--- src/rtl/core/tsf_pkg.sv ---
// ----------------------------------------------------------------------------
// tsf_pkg: shared types and constants of the triangular smoothing filter
// Sample and register widths, the chain control bundle and the tap weight.
// ----------------------------------------------------------------------------
package tsf_pkg;

   localparam int SAMPLE_W     = 16;
   localparam int TAPS_W       = 6;
   localparam int SEEN_W       = 6;
   localparam int MAX_TAPS_DEF = 32;

   localparam logic [SEEN_W-1:0]   SEEN_MAX   = '1;
   localparam logic [TAPS_W-1:0]   TAPS_RESET = TAPS_W'(1);
   localparam logic [SAMPLE_W-1:0] SMP_POS    = 16'h7FFF;
   localparam logic [SAMPLE_W-1:0] SMP_NEG    = 16'h8000;

   // control from the sequencer to every cell of the chain
   typedef struct packed {
      logic shift;   // move samples one cell toward the old end
      logic clear;   // zero all samples (end of waveform)
      logic calc;    // advance the partial-sum ripple
   } chain_ctl_type;

   // Weight seen by the cell at position idx (0 = newest) for n taps, h = n/2.
   // Position idx corresponds to tap m = 2h - idx; weight is min(m+1, n-m).
   function automatic int tap_weight(int n, int h, int idx);
      int a;
      int b;
      a = 2 * h - idx + 1;
      b = n - 2 * h + idx;
      if (a < 1 || b < 1) begin
         return 0;
      end
      return (a < b) ? a : b;
   endfunction

endpackage

--- src/rtl/core/tsf_div.sv ---
// ----------------------------------------------------------------------------
// tsf_div: iterative unsigned divider
// Restoring division, one quotient bit per cycle.
// ----------------------------------------------------------------------------
module tsf_div
   import tsf_pkg::*;
#(
   parameter int NUM_W = 27,
   parameter int DEN_W = 10
) (
   input  logic             clock,
   input  logic             reset,
   input  logic             start,
   input  logic [NUM_W-1:0] numer,
   input  logic [DEN_W-1:0] denom,
   output logic             done,
   output logic [NUM_W-1:0] quotient
);

   localparam int CNT_W = $clog2(NUM_W + 1);

   logic [DEN_W-1:0] rem_ff, rem_in;
   logic [NUM_W-1:0] quo_ff, quo_in;
   logic [DEN_W-1:0] den_ff;
   logic [CNT_W-1:0] cnt_ff, cnt_in;
   logic             run_ff, run_in;
   logic             done_ff, done_in;
   logic [DEN_W:0]   trial;
   logic             fits;

   assign trial = {rem_ff, quo_ff[NUM_W-1]};
   assign fits  = trial >= {1'b0, den_ff};

   always_comb begin
      rem_in  = rem_ff;
      quo_in  = quo_ff;
      cnt_in  = cnt_ff;
      run_in  = run_ff;
      done_in = 1'b0;
      if (start) begin
         rem_in = '0;
         quo_in = numer;
         cnt_in = '0;
         run_in = 1'b1;
      end else if (run_ff) begin
         rem_in = fits ? DEN_W'(trial - {1'b0, den_ff}) : DEN_W'(trial);
         quo_in = {quo_ff[NUM_W-2:0], fits};
         cnt_in = cnt_ff + CNT_W'(1);
         if (cnt_ff == CNT_W'(NUM_W - 1)) begin
            run_in  = 1'b0;
            done_in = 1'b1;
         end
      end
   end

   always_ff @(posedge clock) begin
      if (reset) begin
         run_ff  <= 1'b0;
         done_ff <= 1'b0;
         cnt_ff  <= '0;
      end else begin
         run_ff  <= run_in;
         done_ff <= done_in;
         cnt_ff  <= cnt_in;
      end
   end

   always_ff @(posedge clock) begin
      rem_ff <= rem_in;
      quo_ff <= quo_in;
      if (start) begin
         den_ff <= denom;
      end
   end

   assign done     = done_ff;
   assign quotient = quo_ff;

endmodule

--- config.mk ---
export PLATFORM = sky130hd
export DESIGN_NAME = tsf_div
export DESIGN_NICKNAME = d
export VERILOG_FILES = /design/src/rtl/core/tsf_pkg.sv /design/src/rtl/core/tsf_div.sv
export SDC_FILE = /design/constraint.sdc
export NUM_CORES = 1
export LEC_CHECK = 0
export BUFFER_PORTS_ARGS = -buffer_cell sky130_fd_sc_hd__buf_2
export CAP_MARGIN = 20
export CORE_MARGIN = 5
export CORE_UTILIZATION = 55
export DETAILED_ROUTE_END_ITERATION = 8
export PLACE_DENSITY = 0.85
export SETUP_SLACK_MARGIN = 0.2
export SLEW_MARGIN = 20
export SYNTH_ARGS = -nofsm -noshare
export SYNTH_HDL_FRONTEND = slang
export SYNTH_SLANG_ARGS = --single-unit
--- constraint.sdc ---
create_clock -name clock -period 5.55 [get_ports clock]
set_clock_uncertainty 0.1 [all_clocks]
set_input_delay 0.555 -clock clock [delete_from_list [all_inputs] [get_ports clock]]
set_output_delay 0.555 -clock clock [all_outputs]
set_load 0.03 [all_outputs]
== After elaboration in Yosys (flattened, before gate mapping) ==
Cells that the tools add are included.
Word-level totals
  register bits after elaboration: 54
  latch bits: 0
  bits in writable memories: 0
  memory bits (read-only): 0
  input bits: 40
  output and inout port bits: 28
  word-level logic and storage cells: 21
  memories kept: 0
Operators by class
  $add $sub $neg: 2
  multipliers: 0
  div/mod/pow operators: 0
  order comparisons: 1
  equality and inequality tests: 1
  shift operators: 0
  multiplexer cells: 7
  bitwise gates (word level): 1
  reductions and logical operators: 3
Operators by type and width (count)
  $mux 27: 2
  $ge 11x10->1: 1
  $mux 10: 1
  $sub 10x10->10: 1
  $add 5x1->5 const B: 1
  $eq 5x5->1 const B: 1
  $mux 1: 4
  $reduce_or 3->1: 1
  $reduce_bool 2->1: 1
  $reduce_or 2->1: 1
  $not 1->1: 1

== Logic depth before layout (Yosys ltp) ==
  word-level depth: 4
  gate-level depth with buffers: 9
  gate-level depth less buffers: 9

== Least setup slack after synthesis ==
No wires, ideal clock.
  path kind: register to register
  from: register quo_ff[26] (netlist: quotient[26])
  to: register rem_ff[8]
  arrival time: 2.024 ns
  required time: 5.312 ns
  setup slack: 3.288 ns
  cell stages (with the launch flop): 10
  path buffers: 0
  period minus slack after synthesis: 2.262 ns
  cell sequence: edfxtp_1 inv_1 ha_1 inv_1 fa_1 a211oi_1 or2_1 a311o_1 xor2_1 a31oi_1
Between the ends
  longest elaborated chain between the ends: 2
  elaborated cells between the ends (all ways): 3
  classes of those cells: add/sub (1); order compare (1); mux (1)
Ends and longest elaborated chain
  start: declaration: RTL line tsf_div.sv:23  | logic [NUM_W-1:0] quo_ff, quo_in;
  start signal: assignment: RTL line tsf_div.sv:70  | quo_ff <= quo_in;
  $sub 10x10->10 / $ge 11x10->1 (equally long branches): RTL line tsf_div.sv:46, tsf_div.sv:32
  $mux 10 *: RTL line tsf_div.sv:46  | rem_in = fits ? DEN_W'(trial - {1'b0, den_ff}) : DEN_W'(trial);
  end signal: assignment: RTL line tsf_div.sv:69  | rem_ff <= rem_in;
  end: declaration: RTL line tsf_div.sv:22  | logic [DEN_W-1:0] rem_ff, rem_in;
Every way passes the cells marked *; elsewhere a longest branch is shown, timed or not.
A chain may end at the register's enable or synchronous reset.

== Worst setup path in the final report ==
  from: register den_ff[2]
  to: register quo_ff[0] (netlist: quotient[0]), data pin
Between the ends
  longest elaborated chain between the ends: 3
Ends and longest elaborated chain
  start: declaration: RTL line tsf_div.sv:24  | logic [DEN_W-1:0] den_ff;
  start signal: assignment: RTL line tsf_div.sv:72  | den_ff <= denom;
  $ge 11x10->1: RTL line tsf_div.sv:32  | assign fits = trial >= {1'b0, den_ff};
  $mux 27: RTL line tsf_div.sv:45  | end else if (run_ff) begin
  $mux 27: RTL line tsf_div.sv:40  | if (start) begin
  via quo_in[0]: RTL line tsf_div.sv:23
The timed path passes the listed nets, and every way through them passes these cells. The select of a mux whose other input is x is not followed.

==> flow_metrics.tcl <==
set metrics [dict create \
    outcome "completed" \
    vias 2023 \
    rsz0062_at_grt "false" \
    placed_cell_area_mm2 0.00314 \
    viasPerCell 5.51 \
    setup_tns_ns 0 \
    final_common_cell "buf_2" \
    hold_class "in2reg" \
    cp.arrival_ns 2.49 \
    clkSinkCount 54 \
    netlist_instances 232 \
    synthDistinctLibCells 48 \
    dpl.hpwl_mm 3.99 \
    drv_slew 0 \
    syn_avg_cell_area_um2 11.8 \
    die-width_um 80.7 \
    cts-buffers-inserted 5 \
    clk_pin_slew_ns 0.10 \
    grt.total_usage_pct 18.6 \
    drt-pass1-iter-count 4 \
    postCtsHoldBufs 0 \
    cp_data_required_time_ns 5.52 \
    holdPathEnd "run_ff" \
    cts_resized 0 \
    fmax_mhz 397 \
    worst_setup_path_end_kind "register" \
    ff2ff_path_depth 8 \
    p_leak_uw 0.00137 \
    synthesis.area_mm2 0.00275 \
    hold_start "reset" \
    ir_drop_uv 178 \
    crit_type "reg2reg" \
    grt_pass1_wl_mm 9.36 \
    powerDensity_mw_per_mm2 307 \
    synth_edf_count 37 \
    period_share_pct 45.4 \
    r2r_start "den_ff[2]" \
    hold_depth 2 \
    async_flop_share_pct 0 \
    crit_path_max_fanout 7 \
    synthFlopType "edfxtp_1" \
    pre_cts_slack_ns 2.82 \
    post-cts-setup-buffers 0 \
    cts_tree "done" \
    gp_congestion 0.904 \
    cts_buffer_depth 2 \
    drt-total-wl_mm 5.52 \
    fin_ws_ns 3.03 \
    final_cell_mix "buf_2, edfxtp_1, mux2_2" \
    final_antenna_net_count 0 \
    area_delta_synth_final_pct 18.6 \
    h-tree-depth 2 \
    worst_pin_slew_ns 0.984 \
    reg2reg_slack_ns 3.03 \
    num_rows 25 \
    clock_latency_ns 0.31 \
    layout_min_cycle_time_ns 2.52 \
    grt-ovfl-total 0 \
    r2r-end "quotient[0]" \
    final_area_mm2 0.00325 \
    coreArea_mm2 0.00479 \
    grt_max_degree 48 \
    io_buffers 67 \
    utilization_pct 68.0 \
    setup_viol 0 \
    finalNetCount 352 \
    hold_viol 0 \
    dieArea_mm2 0.00650 \
    start_kind "register" \
    drtIter0Drc 91 \
    maxCapViolCount 0 \
    die_h_um 80.7 \
    cts-root-buf "clkbuf_8" \
    ios 68 \
    drive_gt1_share_pct 39.0 \
    yosysSeqAreaShare_pct 52.9 \
    remaining_drc_errors 0 \
    ys_ff_latch 54 \
    antenna_found_initial 0 \
    post_drt_wl_per_cell_um 15.0 \
    syn_nets 285 \
    grt_pass1_vias 1995 \
    start_util_pct 57.4 \
    slew_headroom_pct 34.3 \
    synth_warnings 0 \
    diodes 0 \
]
-- synth_stat cells, types with 2 or more instances --
master	n	area, µm²
edfxtp_1	37	1110
mux2_2	27	304
nor2_1	18	67.6
dfxtp_1	17	340
inv_1	17	63.8
ha_1	12	150
nand2_1	11	41.3
o21ai_0	8	40.0
nand3_1	7	35.0
a311oi_1	6	52.6
clkbuf_1	6	22.5
xor2_1	6	52.6
a21oi_1	4	20.0
a21oi_2	4	35.0
a211oi_1	3	22.5
a31oi_1	3	18.8
and3_1	3	18.8
nand4_1	3	18.8
nor3_1	3	15.0
o211ai_1	3	22.5
o31ai_1	3	22.5
a21o_1	2	15.0
buf_2	2	10.0
nor3b_1	2	15.0
xnor2_1	2	17.5
-- area by class of cell --
type / instances / area (µm²)
well taps: 67 / 83.8
fillers: 353 / 1530
repair buffers: 70 / 358
inverters: 17 / 63.8
flip-flops and latches: 54 / 1450
clock inverters: 3 / 47.5
multi-input cells: 151 / 1180
clock buffers: 5 / 68.8
-- critical path: stages, from the launching register on --
cell      delay [ns]
edfxtp_1        0.33
inv_1           0.04
ha_1            0.36
a21oi_2         0.21
a21oi_2         0.10
o31ai_1         0.55
buf_4           0.26
nand2_1         0.07
mux2_2          0.26
-- cell families after synthesis --
logic type	Yosys count	share of synthesized area [%]
AOI/OAI and AO/OA	47	13.0
xor gates and xnor gates	8	2.55
adders and majority gates	13	6.20
buffers and inverters	27	4.19
DFF	54	52.9
muxes	27	11.1
and+or+nand+nor	56	10.1
-- metal layers --
metal	vias to the layer above	GRT usage (%)	share of wire [%]
met5	-	0	0
met4	0	7.94	2.3
met3	11	4.15	5.5
met2	61	31.6	50
met1	950	22.6	42
li1	1001	-	-
-- how the worst max path moves through the flow --
stage | startpoint | end
6_report | den_ff[2] | quotient[0]
5_1_grt | den_ff[2] | quotient[0]
4_1_cts | run_ff | quotient[23]
3_5_place_dp | start | quotient[23]
3_3_place_gp | start | quotient[18]
2_1_floorplan | quotient[26] | rem_ff[8]
-- flip-flops by register name, indices dropped and copies added, names as in the netlist --
signal / flops
quotient: 27
den_ff: 10
done: 1
cnt_ff: 5
run_ff: 1
rem_ff: 10
-- stage by stage --
step | hold slack, ns | total power, µW | std cells
finish | 0.298 | 999 | 367
global route | 0.303 | 1050 | 367
CTS | 0.292 | 1010 | 367
detailed placement | 0.405 | 736 | 359
global placement | 0.397 | 731 | 359
floorplan | 0.377 | 671 | 232
-- where the power goes --
part	internal [µW]	switching [µW]	total (µW)
sequential	473	23.9	497
clock	137	133	270
combinational	92.2	140	232
(Power assumes the default switching activity.)
