===== src/rtl/core/tsf_pkg.sv =====
// ----------------------------------------------------------------------------
// tsf_pkg: shared types and constants of the triangular smoothing filter
// Sample and register widths, the chain control bundle and the tap weight.
// ----------------------------------------------------------------------------
package tsf_pkg;

   localparam int SAMPLE_W     = 16;
   localparam int TAPS_W       = 6;
   localparam int SEEN_W       = 6;
   localparam int MAX_TAPS_DEF = 32;

   localparam logic [SEEN_W-1:0]   SEEN_MAX   = '1;
   localparam logic [TAPS_W-1:0]   TAPS_RESET = TAPS_W'(1);
   localparam logic [SAMPLE_W-1:0] SMP_POS    = 16'h7FFF;
   localparam logic [SAMPLE_W-1:0] SMP_NEG    = 16'h8000;

   // control from the sequencer to every cell of the chain
   typedef struct packed {
      logic shift;   // move samples one cell toward the old end
      logic clear;   // zero all samples (end of waveform)
      logic calc;    // advance the partial-sum ripple
   } chain_ctl_type;

   // Weight seen by the cell at position idx (0 = newest) for n taps, h = n/2.
   // Position idx corresponds to tap m = 2h - idx; weight is min(m+1, n-m).
   function automatic int tap_weight(int n, int h, int idx);
      int a;
      int b;
      a = 2 * h - idx + 1;
      b = n - 2 * h + idx;
      if (a < 1 || b < 1) begin
         return 0;
      end
      return (a < b) ? a : b;
   endfunction

endpackage


===== src/rtl/core/tsf_cell.sv =====
// ----------------------------------------------------------------------------
// tsf_cell: one stage of the sample chain
// Holds one delayed sample, weights it by its tap position and adds the
// product to the partial sum coming from its newer neighbor.
// ----------------------------------------------------------------------------
module tsf_cell
   import tsf_pkg::*;
#(
   parameter int IDX   = 0,
   parameter int NT_W  = 6,
   parameter int H_W   = 5,
   parameter int W_W   = 5,
   parameter int ACC_W = 25
) (
   input  logic                       clock,
   input  logic                       reset,
   input  chain_ctl_type              ctl,
   input  logic [NT_W-1:0]            num_eff,
   input  logic [H_W-1:0]             half,
   input  logic signed [SAMPLE_W-1:0] sample_in,
   input  logic signed [ACC_W-1:0]    psum_in,
   output logic signed [SAMPLE_W-1:0] sample_out,
   output logic signed [ACC_W-1:0]    psum_out
);

   logic signed [SAMPLE_W-1:0]  sample_ff, sample_next_in;
   logic signed [ACC_W-1:0]     psum_ff, psum_next_in;
   logic [W_W-1:0]              weight;
   logic signed [SAMPLE_W+W_W:0] product;

   assign weight  = W_W'(tap_weight(int'(num_eff), int'(half), IDX));
   assign product = sample_ff * $signed({1'b0, weight});

   always_comb begin
      sample_next_in = sample_ff;
      priority if (ctl.clear) begin
         sample_next_in = '0;
      end else if (ctl.shift) begin
         sample_next_in = sample_in;
      end
   end

   assign psum_next_in = psum_in + ACC_W'(product);

   always_ff @(posedge clock) begin
      if (reset) begin
         sample_ff <= '0;
      end else begin
         sample_ff <= sample_next_in;
      end
   end

   always_ff @(posedge clock) begin
      if (ctl.calc) begin
         psum_ff <= psum_next_in;
      end
   end

   assign sample_out = sample_ff;
   assign psum_out   = psum_ff;

endmodule


===== config.mk =====
export PLATFORM = sky130hd
export DESIGN_NAME = tsf_cell
export DESIGN_NICKNAME = d
export VERILOG_FILES = /design/src/rtl/core/tsf_pkg.sv /design/src/rtl/core/tsf_cell.sv
export SDC_FILE = /design/constraint.sdc
export NUM_CORES = 1
export LEC_CHECK = 0
export BUFFER_PORTS_ARGS = -buffer_cell sky130_fd_sc_hd__buf_4
export CELL_PAD_IN_SITES_DETAIL_PLACEMENT = 1
export CELL_PAD_IN_SITES_GLOBAL_PLACEMENT = 1
export CORE_UTILIZATION = 48
export CTS_CLUSTER_SIZE = 20
export DETAILED_ROUTE_END_ITERATION = 7
export MAX_ROUTING_LAYER = met4
export PLACE_DENSITY_LB_ADDON = 0.1
export SYNTH_ARGS = -nofsm -noshare
export SYNTH_HDL_FRONTEND = slang
export SYNTH_SLANG_ARGS = --single-unit

===== constraint.sdc =====
create_clock -name clock -period 13.9 [get_ports clock]
set_clock_uncertainty 0.15 [all_clocks]
set_input_delay 0 -clock clock [delete_from_list [all_inputs] [get_ports clock]]
set_output_delay 0 -clock clock [all_outputs]
set_load 0.02 [all_outputs]

Yosys cells after proc, flatten, opt, wreduce, memory -nomap -nowiden
Cells that the tools add are included.
Word-level totals
  register bits after elaboration: 41
  input port bits: 57
  output and inout port bits: 41
  logic and storage cells: 14
Operators by class
  add/subtract/negate cells: 3
  multipliers: 1
  $lt $le $gt $ge: 3
  multiplexer cells: 3
  reduce and logical (&&, ||, !) cells: 2
Operator list (count)
  adder 25 x 22 -> 25 bit: 1
  multiplier 16 x 6 -> 22 bit: 1
  two-way mux 5 bit: 2
  less-than comparator 8 x 7 -> 1 bit: 1
  adder 6 x 1 -> 7 bit (second input constant): 1
  less-than comparator 7 x 1 -> 1 bit (second input constant): 1
  less-than comparator 7 x 2 -> 1 bit (second input constant): 1
  subtractor 6 x 6 -> 7 bit: 1
  OR reduction 2 bit: 1
  logical OR 1 bit: 1
  two-way mux 1 bit: 1

Logic depth before layout (Yosys ltp)
  depth in word-level cells: 7
  depth in mapped cells: 31

Worst setup path before layout
Ideal clock, no wire load.
  path kind: input to register
  from: in half[1]
  to: reg psum_ff[22] (netlist: psum_out[22]) (data pin)
  arrival time: 6.528 ns
  data required time: 13.474 ns
  path slack: 6.947 ns
  cell stages on the path: 30
  cell sequence: clkbuf_1 clkbuf_1 inv_1 fa_1 inv_1 ha_1 nor2b_1 o21ai_0 nand2b_1 o32ai_2 o21ai_2 buf_2 nand3_1 nand2_1 fa_1 inv_1 fa_1 inv_1 fa_1 inv_1 fa_1 inv_1 ha_1 a21o_1 a31o_1 a31oi_2 o221ai_2 o21a_1 o31ai_1 a211oi_1
Between the ends
  word-level cells in the longest chain between the ends: 7
Ends and longest elaborated chain
  start: declaration: line tsf_cell.sv:19  | input logic [H_W-1:0] half,
  adder 6 x 1 -> 7 bit / subtractor 6 x 6 -> 7 bit (equally long branches): line tsf_pkg.sv:29, tsf_pkg.sv:30
  less-than comparator 7 x 1 -> 1 bit / less-than comparator 7 x 2 -> 1 bit (equally long branches): line tsf_pkg.sv:31  | if (a < 1 || b < 1) begin
  logical OR 1 bit: line tsf_pkg.sv:31
  two-way mux 1 bit: line tsf_pkg.sv:31
  two-way mux 5 bit (*): line tsf_pkg.sv:34  | return (a < b) ? a : b;
  multiplier 16 x 6 -> 22 bit (*): line tsf_cell.sv:32  | assign product = sample_ff * $signed({1'b0, weight});
  adder 25 x 22 -> 25 bit (*): line tsf_cell.sv:43  | assign psum_next_in = psum_in + ACC_W'(product);
  net psum_next_in[22]: line tsf_cell.sv:27  | logic signed [ACC_W-1:0] psum_ff, psum_next_in;
  end signal: assignment: line tsf_cell.sv:55  | psum_ff <= psum_next_in;
  end: declaration: line tsf_cell.sv:27
The timed path passes the listed nets; every way through them passes the cells marked *.
A chain may end at the register's enable or synchronous reset.

Worst setup path in the final report
  from: in half[0]
  to: reg psum_ff[23] (netlist: psum_out[23]) (data pin)
Same word-level chain as after synthesis.

==> flow_summary.json <==
{
  "synth-seq-cells": 41,
  "rsz0062_at_grt": "no",
  "grt_max_degree": 35,
  "drcViolationCount": 0,
  "antenna_left": 0,
  "ctsRootBufferMaster": "clkbuf_16",
  "syn-num-nets": 848,
  "ys_warn_count": 0,
  "critical-path-slowest-cell": "o21a_1",
  "boundaryPins": 98,
  "synth_area_leaders": "fa_1 (24%), edfxtp_1 (13%), ha_1 (12%)",
  "io_buffers": 97,
  "path_max_fanout": 32,
  "netlist.area_leader.share": 0.242,
  "whs_path_depth": 3,
  "layout_common_cells": "inv_1 (108), buf_4 (98), fa_1 (72)",
  "hold_buffers": 19,
  "postSynth.asyncResetShare": 0,
  "reg2reg_depth": 18,
  "cts_setup_buffers": 0,
  "grt_pass1_wl_mm": 26.3,
  "clock.fmax_mhz": 133,
  "vias_per_cell": 5.42,
  "min_to": "sample_out[5]$_SDFFE_PP0P_",
  "drv_slew": 0,
  "clock-sinks": 41,
  "synth_top_cell_by_area": "fa_1",
  "area_growth_pct": 19.7,
  "vias": 5029,
  "synth_ff_type": "edfxtp_1",
  "p_per_area_mw_per_mm2": 76.2,
  "crit_path_end_kind": "register",
  "synth_edf_count": 25,
  "cts_buffers": 5,
  "drive_above_1_share": 0.155,
  "routedWlPerCell_microns": 16.8,
  "netlist_area_sq_mm": 0.00594,
  "worst_hold_path_type": "input pin to register",
  "start_util": 0.493,
  "status": "complete, no violations",
  "min-delay-start": "ctl[2]",
  "ys_seq_area_frac": 0.180,
  "worstPathArrival_ps": 7430,
  "drt-total-wl_mm": 15.6,
  "nets": 946,
  "fin_crit_sh": 0.542,
  "layout_commonest_cell": "inv_1",
  "crit_type": "input pin to register",
  "die-height_microns": 113,
  "r2r_slack_ps": 8460,
  "grt_pass1_vias": 5565,
  "clock_path_buffers": 2,
  "max-vdd-ir-drop_v": 0.0000475,
  "gr-total-overflow": 0,
  "critical_path.max_stage_delay_ps": 880,
  "hpwlAfterDp_mm": 12.5,
  "slew_headroom": 0.228,
  "required_ps": 13790,
  "syn_avg_cell_area_sq_um": 8.99,
  "p_leak_nw": 3.73,
  "cts_tree": "yes",
  "cpLargestDelayFamily": "adder cells",
  "period_minus_slack_ps": 7540,
  "firstDrtPassIters": 4,
  "crit_top_cell": "fa_1",
  "dieArea_sq_mm": 0.0128,
  "r2r-end": "psum_out[22]$_DFFE_PP_",
  "coreArea_sq_mm": 0.0121,
  "startpoint": "half[0]",
  "clkLatencyLatePin_ps": 300,
  "finalSetupViolCount": 0,
  "clk_pin_slew_ps": 70,
  "die_x_microns": 113,
  "worstSetupStartpointType": "input pin",
  "htree_levels": 2,
  "tightest_slew_ps": 1150,
  "antenna_found_initial": 0,
  "r2r-start": "sample_out[3]$_SDFFE_PP0P_",
  "grt_usage": 0.270,
  "row_count": 40,
  "ys_types": 59,
  "diodes": 0,
  "cts_resized": 0,
  "power_w": 0.000542,
  "max-cap-violations": 0,
  "hold_viol_final": 0,
  "syn_inst": 661,
  "drt_iter0_markers": 215,
  "crit_buf_inv": 5,
  "tns_ps": 0,
  "routabilityCongestion": 0.894,
  "path_depth": 27,
  "nFillCells": 1416
}
## worst register-to-register path: cells and delay by family, from the launching register on
kind	cells	cell delay [ps]
compound gates	7	1730
fa+ha+maj	5	2460
buf+inv	4	220
flops	1	400
simple gates	2	210
## state kept, by name, summed over array words and instances (netlist names)
signal      count
psum_out       25
sample_out     16
## per-stage QoR
step	cell area [sq um]	setup slack [ps]	hold slack, ps	utilization	instances
finish	7110	6360	13.7	0.590	928
global route	7110	5800	33.7	0.590	928
CTS	7110	6400	16.4	0.590	928
detailed placement	6780	6120	96.9	0.562	901
global placement	6780	6460	86.1	0.562	901
floorplan	5940	6950	-37.5	-	661
## area by class of cell
type	instances	area [sq um]	area share
well taps	168	210	0.0296
inverters	108	405	0.0570
repair buffers	117	926	0.130
flip-flops and latches	41	1070	0.151
clock buffers	5	125	0.0176
multi-input cells	486	4360	0.613
clock inverters	3	17.5	0.00246
## metal layers
metal,track usage,share of wire,vias up
met5,-,0,-
met4,0.0860,0.025,0
met3,0.0327,0.022,28
met2,0.524,0.56,90
met1,0.281,0.39,2512
li1,-,-,2399
## cell usage after synthesis (5+ instances only)
| cell | number |
|---|---|
| nand2_1 | 55 |
| o21ai_0 | 11 |
| clkbuf_1 | 20 |
| a21oi_1 | 18 |
| xor2_1 | 6 |
| dfxtp_1 | 16 |
| nand3_1 | 32 |
| inv_1 | 108 |
| o21a_1 | 5 |
| nor2b_1 | 18 |
| xnor2_1 | 15 |
| nor2_1 | 36 |
| fa_1 | 72 |
| nand2b_1 | 6 |
| and2_1 | 34 |
| edfxtp_1 | 25 |
| ha_1 | 58 |
| mux2i_1 | 16 |
| nand4_1 | 35 |
| a21o_1 | 10 |
## kinds of logic (layout without fill, tap and decap cells)
| logic type | after synthesis | count (layout) | synth area share |
|---|---|---|---|
| AO/OA/AOI/OAI | 88 | 88 | 0.109 |
| XOR/XNOR | 22 | 22 | 0.0337 |
| adder cells (fa/ha/maj) | 130 | 130 | 0.365 |
| buffers and inverters | 134 | 233 | 0.0867 |
| flip-flops | 41 | 41 | 0.180 |
| multiplexers | 16 | 16 | 0.0269 |
| AND/OR/NAND/NOR | 230 | 230 | 0.199 |
## worst max path at each step
stage | slack (ps) | endpoint
3_3_place_gp | 6460 | psum_out[24]$_DFFE_PP_
6_report | 6360 | psum_out[23]$_DFFE_PP_
2_1_floorplan | 6950 | psum_out[22]$_DFFE_PP_
5_1_grt | 5800 | psum_out[23]$_DFFE_PP_
3_5_place_dp | 6120 | psum_out[23]$_DFFE_PP_
4_1_cts | 6400 | psum_out[23]$_DFFE_PP_
## power by group
part           total (W)  internal [W]  switching [W]
Combinational   0.000266      0.000103       0.000163
Sequential      0.000158      0.000150     0.00000790
Clock           0.000118     0.0000659      0.0000522
Total           0.000542      0.000319       0.000223
(Power assumes the default switching activity.)
